File: src/rtl/core/b2d_pkg.sv
// Shared types and constants for the binary to decimal ASCII formatter.
// No dependencies; imported by every module of the block.
package b2d_pkg;

	localparam int unsigned VALUE_BITS      = 32;
	localparam int unsigned DEF_VALUE_WIDTH = 32;
	localparam int unsigned QUEUE_DEPTH     = 2;

	localparam logic [7:0] CHAR_ZERO  = 8'h30;
	localparam logic [7:0] CHAR_MINUS = 8'h2D;

	typedef enum logic [1:0] {
		FS_IDLE,
		FS_CONV,
		FS_DONE
	} front_state_t;

	typedef enum logic [1:0] {
		BS_IDLE,
		BS_SIGN,
		BS_DIGIT
	} back_state_t;

	typedef struct packed {
		logic full;
		logic empty;
	} fifo_status_t;

	// decimal digits needed for the largest w-bit unsigned number
	function automatic int unsigned dec_digits(input int unsigned w);
		return (w * 301) / 1000 + 1;
	endfunction

endpackage

File: src/rtl/core/binary_to_decimal_ascii_top.sv
// Binary word to decimal ASCII text, one character per strobe.
// The front end takes a new number only once the last one has been queued; throughput
// is set by the one-bit-per-cycle shift-and-add-3 converter in the front end.
// The first character strobes after conversion, the push into the queue and the pop;
// the rest follow on consecutive cycles, overlapped with the next conversion.
// Reset clears all control state and empties the queue; characters are never held.
module binary_to_decimal_ascii_top #(
	parameter int unsigned VALUE_WIDTH = b2d_pkg::DEF_VALUE_WIDTH
) (
	input  logic                           clk,
	input  logic                           arst_n,
	input  logic                           start,
	output logic                           busy,
	input  logic [b2d_pkg::VALUE_BITS-1:0] value,
	input  logic                           kind,
	output logic                           strobe,
	output logic [7:0]                     character,
	output logic                           last
);
	import b2d_pkg::*;

	localparam int unsigned ENTRY_W = dec_digits(VALUE_WIDTH) * 4 + 1;

	fifo_status_t         fifo_st;
	logic                 push, pop;
	logic [ENTRY_W-1:0]   wr_entry, rd_entry;

	b2d_front #(.VALUE_WIDTH(VALUE_WIDTH)) u_front (
		.clk     (clk),
		.arst_n  (arst_n),
		.start   (start),
		.value   (value),
		.kind    (kind),
		.busy    (busy),
		.push    (push),
		.entry   (wr_entry),
		.fifo_st (fifo_st)
	);

	b2d_fifo #(.DATA_W(ENTRY_W)) u_fifo (
		.clk     (clk),
		.arst_n  (arst_n),
		.push    (push),
		.pop     (pop),
		.wr_data (wr_entry),
		.rd_data (rd_entry),
		.status  (fifo_st)
	);

	b2d_back #(.VALUE_WIDTH(VALUE_WIDTH)) u_back (
		.clk       (clk),
		.arst_n    (arst_n),
		.fifo_st   (fifo_st),
		.entry     (rd_entry),
		.pop       (pop),
		.strobe    (strobe),
		.character (character),
		.last      (last)
	);

	a_accept_busy: assert property (@(posedge clk) disable iff (!arst_n)
		start && !busy |=> busy)
		else $error("front end did not go busy after a transfer");

	a_no_overflow: assert property (@(posedge clk) disable iff (!arst_n)
		!(push && fifo_st.full))
		else $error("queue written while full");

	a_minus_not_last: assert property (@(posedge clk) disable iff (!arst_n)
		strobe && character == CHAR_MINUS |-> !last)
		else $error("sign issued as final character");

	a_text_unbroken: assert property (@(posedge clk) disable iff (!arst_n)
		strobe && !last |=> strobe)
		else $error("gap inside the text of a number");

endmodule

File: src/rtl/core/b2d_front.sv
// Front end: takes a word, works out sign and magnitude, then converts the
// magnitude to BCD by shift-and-add-3, one bit per cycle. Uses b2d_pkg.
module b2d_front #(
	parameter int unsigned VALUE_WIDTH = b2d_pkg::DEF_VALUE_WIDTH
) (
	input  logic                                           clk,
	input  logic                                           arst_n,
	input  logic                                           start,
	input  logic [b2d_pkg::VALUE_BITS-1:0]                 value,
	input  logic                                           kind,
	output logic                                           busy,
	output logic                                           push,
	output logic [b2d_pkg::dec_digits(VALUE_WIDTH)*4:0]    entry,
	input  b2d_pkg::fifo_status_t                          fifo_st
);
	import b2d_pkg::*;

	localparam int unsigned NDIG  = dec_digits(VALUE_WIDTH);
	localparam int unsigned CNT_W = $clog2(VALUE_WIDTH);

	front_state_t            state_q, state_d;
	logic [VALUE_WIDTH-1:0]  word, mag, shreg_q;
	logic [NDIG*4-1:0]       bcd_q, bcd_adj;
	logic [CNT_W-1:0]        cnt_q;
	logic                    neg, neg_q, accept, cnt_end;

	generate
		if (VALUE_WIDTH <= VALUE_BITS) begin : g_narrow
			assign word = value[VALUE_WIDTH-1:0];
		end else begin : g_wide
			assign word = {{(VALUE_WIDTH - VALUE_BITS){1'b0}}, value};
		end
	endgenerate

	// most negative word negates to itself, which read unsigned is its magnitude
	assign neg     = ~kind & word[VALUE_WIDTH-1];
	assign mag     = neg ? (~word + VALUE_WIDTH'(1)) : word;
	assign accept  = start && (state_q == FS_IDLE);
	assign cnt_end = (cnt_q == CNT_W'(VALUE_WIDTH - 1));

	always_comb begin
		state_d = state_q;
		case (state_q)
			FS_IDLE: begin
				if (start) state_d = FS_CONV;
			end
			FS_CONV: begin
				if (cnt_end) state_d = FS_DONE;
			end
			FS_DONE: begin
				if (!fifo_st.full) state_d = FS_IDLE;
			end
			default: state_d = FS_IDLE;
		endcase
	end

	always_comb begin
		busy = 1'b1;
		push = 1'b0;
		case (state_q)
			FS_IDLE: busy = 1'b0;
			FS_CONV: busy = 1'b1;
			FS_DONE: push = !fifo_st.full;
			default: busy = 1'b1;
		endcase
	end

	// add 3 to every digit of 5 or more ahead of the shift
	always_comb begin
		logic [3:0] d;
		for (int i = 0; i < NDIG; i++) begin
			d = bcd_q[i*4 +: 4];
			bcd_adj[i*4 +: 4] = (d >= 4'd5) ? (d + 4'd3) : d;
		end
	end

	assign entry = {neg_q, bcd_q};

	always_ff @(posedge clk or negedge arst_n) begin
		if (!arst_n) begin
			state_q <= FS_IDLE;
			cnt_q   <= '0;
		end else begin
			state_q <= state_d;
			if (accept) cnt_q <= '0;
			else if (state_q == FS_CONV) cnt_q <= cnt_q + CNT_W'(1);
		end
	end

	always_ff @(posedge clk) begin
		if (accept) begin
			shreg_q <= mag;
			bcd_q   <= '0;
			neg_q   <= neg;
		end else if (state_q == FS_CONV) begin
			bcd_q   <= {bcd_adj[NDIG*4-2:0], shreg_q[VALUE_WIDTH-1]};
			shreg_q <= shreg_q << 1;
		end
	end

endmodule

File: src/rtl/core/b2d_fifo.sv
// Short queue of converted numbers between front and back ends.
// Uses b2d_pkg for depth and status type.
module b2d_fifo #(
	parameter int unsigned DATA_W = 41
) (
	input  logic                  clk,
	input  logic                  arst_n,
	input  logic                  push,
	input  logic                  pop,
	input  logic [DATA_W-1:0]     wr_data,
	output logic [DATA_W-1:0]     rd_data,
	output b2d_pkg::fifo_status_t status
);
	import b2d_pkg::*;

	localparam int unsigned PTR_W = $clog2(QUEUE_DEPTH);
	localparam int unsigned CNT_W = $clog2(QUEUE_DEPTH + 1);

	logic [DATA_W-1:0] mem_q [QUEUE_DEPTH];
	logic [PTR_W-1:0]  wr_q, rd_q;
	logic [CNT_W-1:0]  cnt_q;

	assign status.full  = (cnt_q == CNT_W'(QUEUE_DEPTH));
	assign status.empty = (cnt_q == '0);
	assign rd_data      = mem_q[rd_q];

	always_ff @(posedge clk or negedge arst_n) begin
		if (!arst_n) begin
			wr_q  <= '0;
			rd_q  <= '0;
			cnt_q <= '0;
		end else begin
			if (push) wr_q <= (wr_q == PTR_W'(QUEUE_DEPTH - 1)) ? '0 : wr_q + PTR_W'(1);
			if (pop)  rd_q <= (rd_q == PTR_W'(QUEUE_DEPTH - 1)) ? '0 : rd_q + PTR_W'(1);
			if (push && !pop)      cnt_q <= cnt_q + CNT_W'(1);
			else if (pop && !push) cnt_q <= cnt_q - CNT_W'(1);
		end
	end

	always_ff @(posedge clk) begin
		if (push) mem_q[wr_q] <= wr_data;
	end

endmodule

File: src/rtl/core/b2d_back.sv
// Back end: pops a converted number and issues its characters, sign first,
// leading zeros skipped, one per cycle. Uses b2d_pkg.
module b2d_back #(
	parameter int unsigned VALUE_WIDTH = b2d_pkg::DEF_VALUE_WIDTH
) (
	input  logic                                        clk,
	input  logic                                        arst_n,
	input  b2d_pkg::fifo_status_t                       fifo_st,
	input  logic [b2d_pkg::dec_digits(VALUE_WIDTH)*4:0] entry,
	output logic                                        pop,
	output logic                                        strobe,
	output logic [7:0]                                  character,
	output logic                                        last
);
	import b2d_pkg::*;

	localparam int unsigned NDIG  = dec_digits(VALUE_WIDTH);
	localparam int unsigned IDX_W = $clog2(NDIG);

	back_state_t        state_q, state_d;
	logic [IDX_W-1:0]   idx_q, msd;
	logic [NDIG*4-1:0]  bcd_q;
	logic [3:0]         digit;
	logic               take;

	assign take  = (state_q == BS_IDLE) && !fifo_st.empty;
	assign digit = bcd_q[idx_q*4 +: 4];

	// highest nonzero digit; zero itself leaves index 0
	always_comb begin
		msd = '0;
		for (int i = 0; i < NDIG; i++) begin
			if (entry[i*4 +: 4] != 4'd0) msd = IDX_W'(i);
		end
	end

	always_comb begin
		state_d = state_q;
		case (state_q)
			BS_IDLE: begin
				if (!fifo_st.empty) state_d = entry[NDIG*4] ? BS_SIGN : BS_DIGIT;
			end
			BS_SIGN:  state_d = BS_DIGIT;
			BS_DIGIT: begin
				if (idx_q == '0) state_d = BS_IDLE;
			end
			default: state_d = BS_IDLE;
		endcase
	end

	always_comb begin
		pop       = 1'b0;
		strobe    = 1'b0;
		character = CHAR_ZERO;
		last      = 1'b0;
		case (state_q)
			BS_IDLE: pop = !fifo_st.empty;
			BS_SIGN: begin
				strobe    = 1'b1;
				character = CHAR_MINUS;
			end
			BS_DIGIT: begin
				strobe    = 1'b1;
				character = CHAR_ZERO + {4'b0000, digit};
				last      = (idx_q == '0);
			end
			default: pop = 1'b0;
		endcase
	end

	always_ff @(posedge clk or negedge arst_n) begin
		if (!arst_n) begin
			state_q <= BS_IDLE;
			idx_q   <= '0;
		end else begin
			state_q <= state_d;
			if (take) idx_q <= msd;
			else if (state_q == BS_DIGIT && idx_q != '0) idx_q <= idx_q - IDX_W'(1);
		end
	end

	always_ff @(posedge clk) begin
		if (take) bcd_q <= entry[NDIG*4-1:0];
	end

endmodule

File: config.mk
export PLATFORM = sky130hd
export DESIGN_NAME = binary_to_decimal_ascii_top
export DESIGN_NICKNAME = d
export VERILOG_FILES = /design/src/rtl/core/b2d_pkg.sv /design/src/rtl/core/binary_to_decimal_ascii_top.sv /design/src/rtl/core/b2d_front.sv /design/src/rtl/core/b2d_fifo.sv /design/src/rtl/core/b2d_back.sv
export SDC_FILE = /design/constraint.sdc
export NUM_CORES = 1
export LEC_CHECK = 0
export BUFFER_PORTS_ARGS = -buffer_cell sky130_fd_sc_hd__buf_2
export CAP_MARGIN = 20
export CORE_UTILIZATION = 60
export CTS_BUF_LIST = sky130_fd_sc_hd__clkbuf_8
export CTS_CLUSTER_SIZE = 25
export DETAILED_ROUTE_END_ITERATION = 16
export PLACE_DENSITY = 0.78
export SYNTH_ARGS = -nofsm -noshare
export SYNTH_HDL_FRONTEND = slang
export SYNTH_SLANG_ARGS = --single-unit
File: constraint.sdc
create_clock -name clk -period 4.75 [get_ports clk]
set_input_delay 0.2375 -clock clk [delete_from_list [all_inputs] [get_ports clk]]
set_output_delay 0.2375 -clock clk [all_outputs]
set_load 0.01 [all_outputs]
# Word-level counts from Yosys, hierarchy flattened
# Memories as Yosys holds them, arrays and structs flattened.
# Index checks and enable logic that the tools add are counted.
[word_totals]
n_memories = 1
reg_bits = 130
mem_bits_rw = 82
[classes]
addsub = 18
reduce_logical = 29
order_cmp = 10
n_eq_ne = 11
mux = 46
n_shift = 1
n_bitwise = 3
[mem_list]
columns = ["name", "depth", "width", "read_ports", "rd_clocked_by_memory_dff", "wr", "line", "text"]
rows = [
  ["u_fifo.mem_q", 2, 41, 1, 0, 1, "b2d_fifo.sv:19", "logic [DATA_W-1:0] mem_q [QUEUE_DEPTH];"],
]
[op_table]
columns = ["cell", "n"]
rows = [
  ["two-way mux 32 bit", 3],
  ["two-way mux 4 bit", 19],
  [">= comparator 4 x 3 -> 1 bit (second input constant)", 10],
  ["nonzero test 4 bit", 10],
  ["indexed part select 40 x 7 -> 4 bit", 1],
  ["adder 4 x 2 -> 4 bit (second input constant)", 9],
  ["adder 32 x 1 -> 32 bit (second input constant)", 1],
  ["NOT 32 bit", 1],
  ["two-way mux 2 bit", 8],
  ["one-hot mux 8 bit (2 select lines)", 1],
  ["one-hot mux 2 bit (3 select lines)", 2],
  ["two-way mux 1 bit", 10],
  ["two-way mux 5 bit", 2],
  ["adder 6 x 4 -> 7 bit (first input constant)", 1],
  ["equality test 2 bit (second input constant)", 3],
  ["zero test 2 bit", 3],
  ["!= test 2 bit (second input constant)", 3],
  ["nonzero test 2 bit", 3],
  ["adder 5 x 1 -> 5 bit (second input constant)", 1],
  ["equality test 5 bit (second input constant)", 1],
  ["logical AND 1 bit", 5],
  ["equality test 2 x 1 -> 1 bit (second input constant)", 2],
  ["zero test 1 bit", 4],
  ["zero test 4 bit", 1],
  ["12 further kinds", 14],
]

# Longest topological paths before layout
# An unclocked memory read counts as a cell.
[logic_depth]
ltp_word = 12
depth_mapped = 9
ltp_nobuf = 7

# Cells and area by module
# A second synthesis with hierarchy kept.
[hier_totals]
cells_unflattened = 798
area_unflattened_um2 = 9975.8
[by_module_without_submodules]
columns = ["mod", "area_per_inst_um2", "seq_area_each_um2", "instances", "cells_per_inst"]
rows = [
  ["b2d_front", 4509.3, 1966.9, 1, 515],
  ["b2d_fifo", 3348.2, 2562.5, 1, 144],
  ["b2d_back", 2118.3, 1351.3, 1, 139],
]

# Worst setup path before layout
# No wires, ideal clock.
[synth_path]
kind = "register to register"
from = "register u_front.state_q[0]"
to = "memory u_fifo.mem_q[0][0] (enable)"
t_required_ns = 4.306
path_slack_ns = 1.658
n_path_buf = 0
setup_time_ns = 0.444
arrival_ns = 2.648
stages_incl_launch_ff = 4
cell_sequence = "dfrtp_1 nor2b_1 nor2b_1 nor2b_1"
[synth_between]
elab_chain_len = 4
[synth_lines]
columns = ["element", "line", "text"]
rows = [
  ["start: declaration", "b2d_front.sv:21", "front_state_t state_q, state_d;"],
  ["start signal: assignment", "b2d_front.sv:84", "state_q <= state_d;"],
  ["equality test 2 bit", "b2d_front.sv:60", "case (state_q)"],
  ["two-way mux 1 bit", "b2d_front.sv:60", ""],
  ["named net push", "binary_to_decimal_ascii_top.sv:25", "logic push, pop;"],
  ["two-way mux 1 bit", "b2d_fifo.sv:41", "if (push) mem_q[wr_q] <= wr_data;"],
  ["two-way mux 1 bit (implied by the code)", "b2d_fifo.sv:41", ""],
  ["end: declaration", "b2d_fifo.sv:19", ""],
]
# The timed path passes the listed nets, and every way through them passes these cells.

# Worst setup path after layout
[layout_path]
from = "register u_back.idx_q[0]"
to = "output character[2]"
[layout_between]
elab_chain_len = 3
[layout_lines]
columns = ["element", "line", "text"]
rows = [
  ["start: declaration", "b2d_back.sv:21", "logic [IDX_W-1:0] idx_q, msd;"],
  ["start signal: assignment", "b2d_back.sv:77", "if (take) idx_q <= msd;"],
  ["start signal: assignment", "b2d_back.sv:78", "else if (state_q == BS_DIGIT && idx_q != '0) idx_q <= idx_q - IDX_W'(1);"],
  ["indexed part select 40 x 7 -> 4 bit", "b2d_back.sv:27", "assign digit = bcd_q[idx_q*4 +: 4];"],
  ["adder 6 x 4 -> 7 bit", "b2d_back.sv:64", "character = CHAR_ZERO + {4'b0000, digit};"],
  ["one-hot mux 8 bit (2 select lines)", "b2d_back.sv:56", "case (state_q)"],
  ["end: declaration", "binary_to_decimal_ascii_top.sv:17", "output logic [7:0] character,"],
]
# Every way passes these cells.

==> results.ini <==
[run_status]
run_status = complete, no violations

[cts]
h-tree-depth = 2
clk-insertion-delay-late_ps = 500
cts-buffers-inserted = 35
clock_sink_count = 212
tritoncts = done
postCtsSetupRepairBufs = 0
root_buffer = clkbuf_8
clkSlewWorstSetupHoldPaths_ps = 60
cts-root-to-sink-buffers = 3

[grt]
first_global_vias = 6294
gr-usage-met2_pct = 37.5
grt_start_max_net_pins = 81
top_usage_layer = met2
grtUsageMet3_pct = 3.58
wire_length_of_the_first_global_routing_pass_um = 30800
grtUsageTotal_pct = 23.1
grt.overflow.total = 0
antenna_found_initial = 0
grt_util_met1_pct = 31.9

[yosys]
yosys-top-cells-count = edfxtp_1 (155), o21ai_0 (72), nor2_1 (58)
synth_top_area_cell = edfxtp_1
ys_warn_count = 0
synth_area_leaders = edfxtp_1 (47%), dfxtp_1 (8.1%), mux2_2 (4.4%)
ys_async_sr_fraction_pct = 8.02
synth_edf_count = 155
synth-seq-cells = 212
synthesis.instances = 822
ys_dominant_reg_cell = edfxtp_1
post-synth-top-count-cell = edfxtp_1
synthDistinctLibCells = 60
post_synth.cell_area_avg_um2 = 12.1
yosysTopAreaCellShare_pct = 47.0
yosysSeqAreaShare_pct = 59.4
synth_area_um2 = 9910

[setup_path]
critical_path_buf_inv_count = 1
r2r_cells = 6
stage_delay_of_the_slowest_cell_on_the_critical_path_ps = 840
worst_endpoint_data_arrival_time_ps = 2480
critical_path.max_fanout = 14
cpLargestDelayFamily = flip-flops
worstPathRequired_ps = 4510
critPathLaunchType = register
critical_path.cell_chain = mux4_2, mux2i_1, o221ai_1, buf_2
number_of_cells_on_the_critical_path = 4
slowest_cell_on_crit_path = dfrtp_1
cp-end-kind = output pin
criticalPathCategory = reg -> out

[floorplanning]
core.rowCount = 46
initial_core_util_pct = 61.9
die_y_um = 130
core-area_um2 = 16000
die_x_um = 130
top_level_ports = 47
design.die.area_um2 = 17000

[detailed_routing]
routedWlPerCell_um = 17.3
drt_first_pass_iters = 5
detail-route-antenna-nets = 0
dr_vias_cell = 5.90
totalWireLength_um = 19200
post-route-drc-count = 0
drt-initial-drc-count = 525
number_of_vias_after_detailed_routing = 6578

[sta]
report.final.hold_viol_count = 0
maxClockFrequency_ghz = 0.368
final.setup_skew_ps = 20.4
maxSlewHeadroom_pct = 32.8
worst_slew_pin_slew_ps = 1010
finalSetupViolations = 0
total_negative_setup_slack_ps = 0
fin_crit_ps = 2720
finalMaxSlewViolations = 0
post-route-period-util_pct = 57.2
rsz0062_at_grt = false
fin_worst_hold_slack_ps = 99.8

[power]
fin_total_pwr_uw = 6680
worst_ir_drop_vdd_v = 0.000250
standby_leakage_power_uw = 0.00412
powerDensity_nw_per_um2 = 607

[placement]
final_gp_congestion = 0.873
port_buffers = 43
dpl.hpwl_um = 12900

[cells_and_area]
num-nets-final = 937
insertedDiodeCount = 0
drive_above_1_share_pct = 17.6
area.growth.synth_to_final_pct = 11.0
finish.utilization_pct = 68.8

[flow_run]
drv_cap = 0

[min_path]
hold_path.class = in -> reg
cell_count_of_the_worst_hold_path = 3

registers in the layout (all words and copies together) (netlist names):
name,cells
u_fifo.mem_q,82
u_back.bcd_q,40
u_front.bcd_q,40
u_front.shreg_q,32
u_front.cnt_q,5
u_back.idx_q,4
u_back.state_q,2
u_fifo.cnt_q,2
u_front.state_q,2
u_fifo.rd_q,1
u_fifo.wr_q,1
u_front.neg_q,1
final cells by class:
cell class / count / area [um^2]
clock inverter: 23 / 95.1
timing repair buffer: 53 / 338
sequential: 212 / 5880
multi-input combinational: 531 / 3720
fill: 1135 / 5000
tap: 216 / 270
clock buffer: 40 / 551
inverter: 39 / 146
worst register-to-register path: stages (launching register included):
cell and delay (ps):
dfrtp_2 540, buf_4 490, or4b_2 640, o22ai_1 210, o211ai_1 130, a211oi_1 240
a221oi_1 80
cells by family (layout without fill, tap and decap cells):
group / after synthesis / after routing / share of synthesized area (%)
AO/OA/AOI/OAI: 176 / 176 / 10.6
flip-flops: 212 / 212 / 59.4
multiplexers: 62 / 62 / 7.82
AND/OR/NAND/NOR: 211 / 211 / 10.8
other: 2 / 3 / 0.0758
buffers and inverters: 80 / 155 / 3.27
adder cells (fa/ha/maj): 29 / 29 / 3.66
XOR/XNOR: 50 / 50 / 4.42
stage by stage:
step | instances | cell area, um^2 | worst slack, ps
2_1_floorplan | 823 | 9910 | 1660
3_3_place_gp | 1047 | 10300 | 2350
3_5_place_dp | 1048 | 10300 | 2240
4_1_cts | 1112 | 11000 | 2000
5_1_grt | 1114 | 11000 | 1850
6_report | 1114 | 11000 | 2030
timing repair:
action | in CTS | in global routing
hold endpoints to repair | 17 | 0
hold buffers | 1 | 0
gates resized for setup | 0 | 0
layout by cell type, fill, tap and decap left out, drive strengths merged, types with 4 or more instances in the layout:
master / n
mux2: 40
nand3: 33
o32ai: 10
nor4: 13
a41oi: 4
dfrtp: 17
nor2b: 5
mux4: 8
nand2b: 12
a22o: 4
a31oi: 7
mux2i: 14
inv: 58
clkbuf: 40
a21oi: 47
dfxtp: 40
a22oi: 4
buf: 52
or3: 4
o21ai: 75
o31ai: 7
nor2: 58
nand2: 50
o211ai: 4
xnor2: 36
ha: 29
nor3: 13
xor2: 14
or4: 8
edfxtp: 155
worst paths after layout:
path / startpoint / slack, ps / to
worst min register to register: u_front.shreg_q[31] / 450 / u_front.bcd_q[0]
worst max-delay path: u_back.idx_q[0] / 2030 / character[2]
min in group asynchronous: arst_n / 230 / u_back.state_q[0]
max in group asynchronous: arst_n / 4190 / u_fifo.rd_q
worst max register to register: u_fifo.rd_q / 2260 / u_back.idx_q[0]
worst min-delay path: value[0] / 100 / u_front.shreg_q[0]
routing by layer:
metal / vias up / wire (um)
met1: 3155 / 8390
met3: 36 / 1050
li1: 3142 / -
met4: 0 / 335
met2: 245 / 9460
met5: - / 0
report_power, final:
part           internal [uW]  switching [uW]
clock                    769             680
sequential              2740             466
combinational            891            1140
total                   4400            2280
No activity file was read; power rests on OpenSTA's default activity.
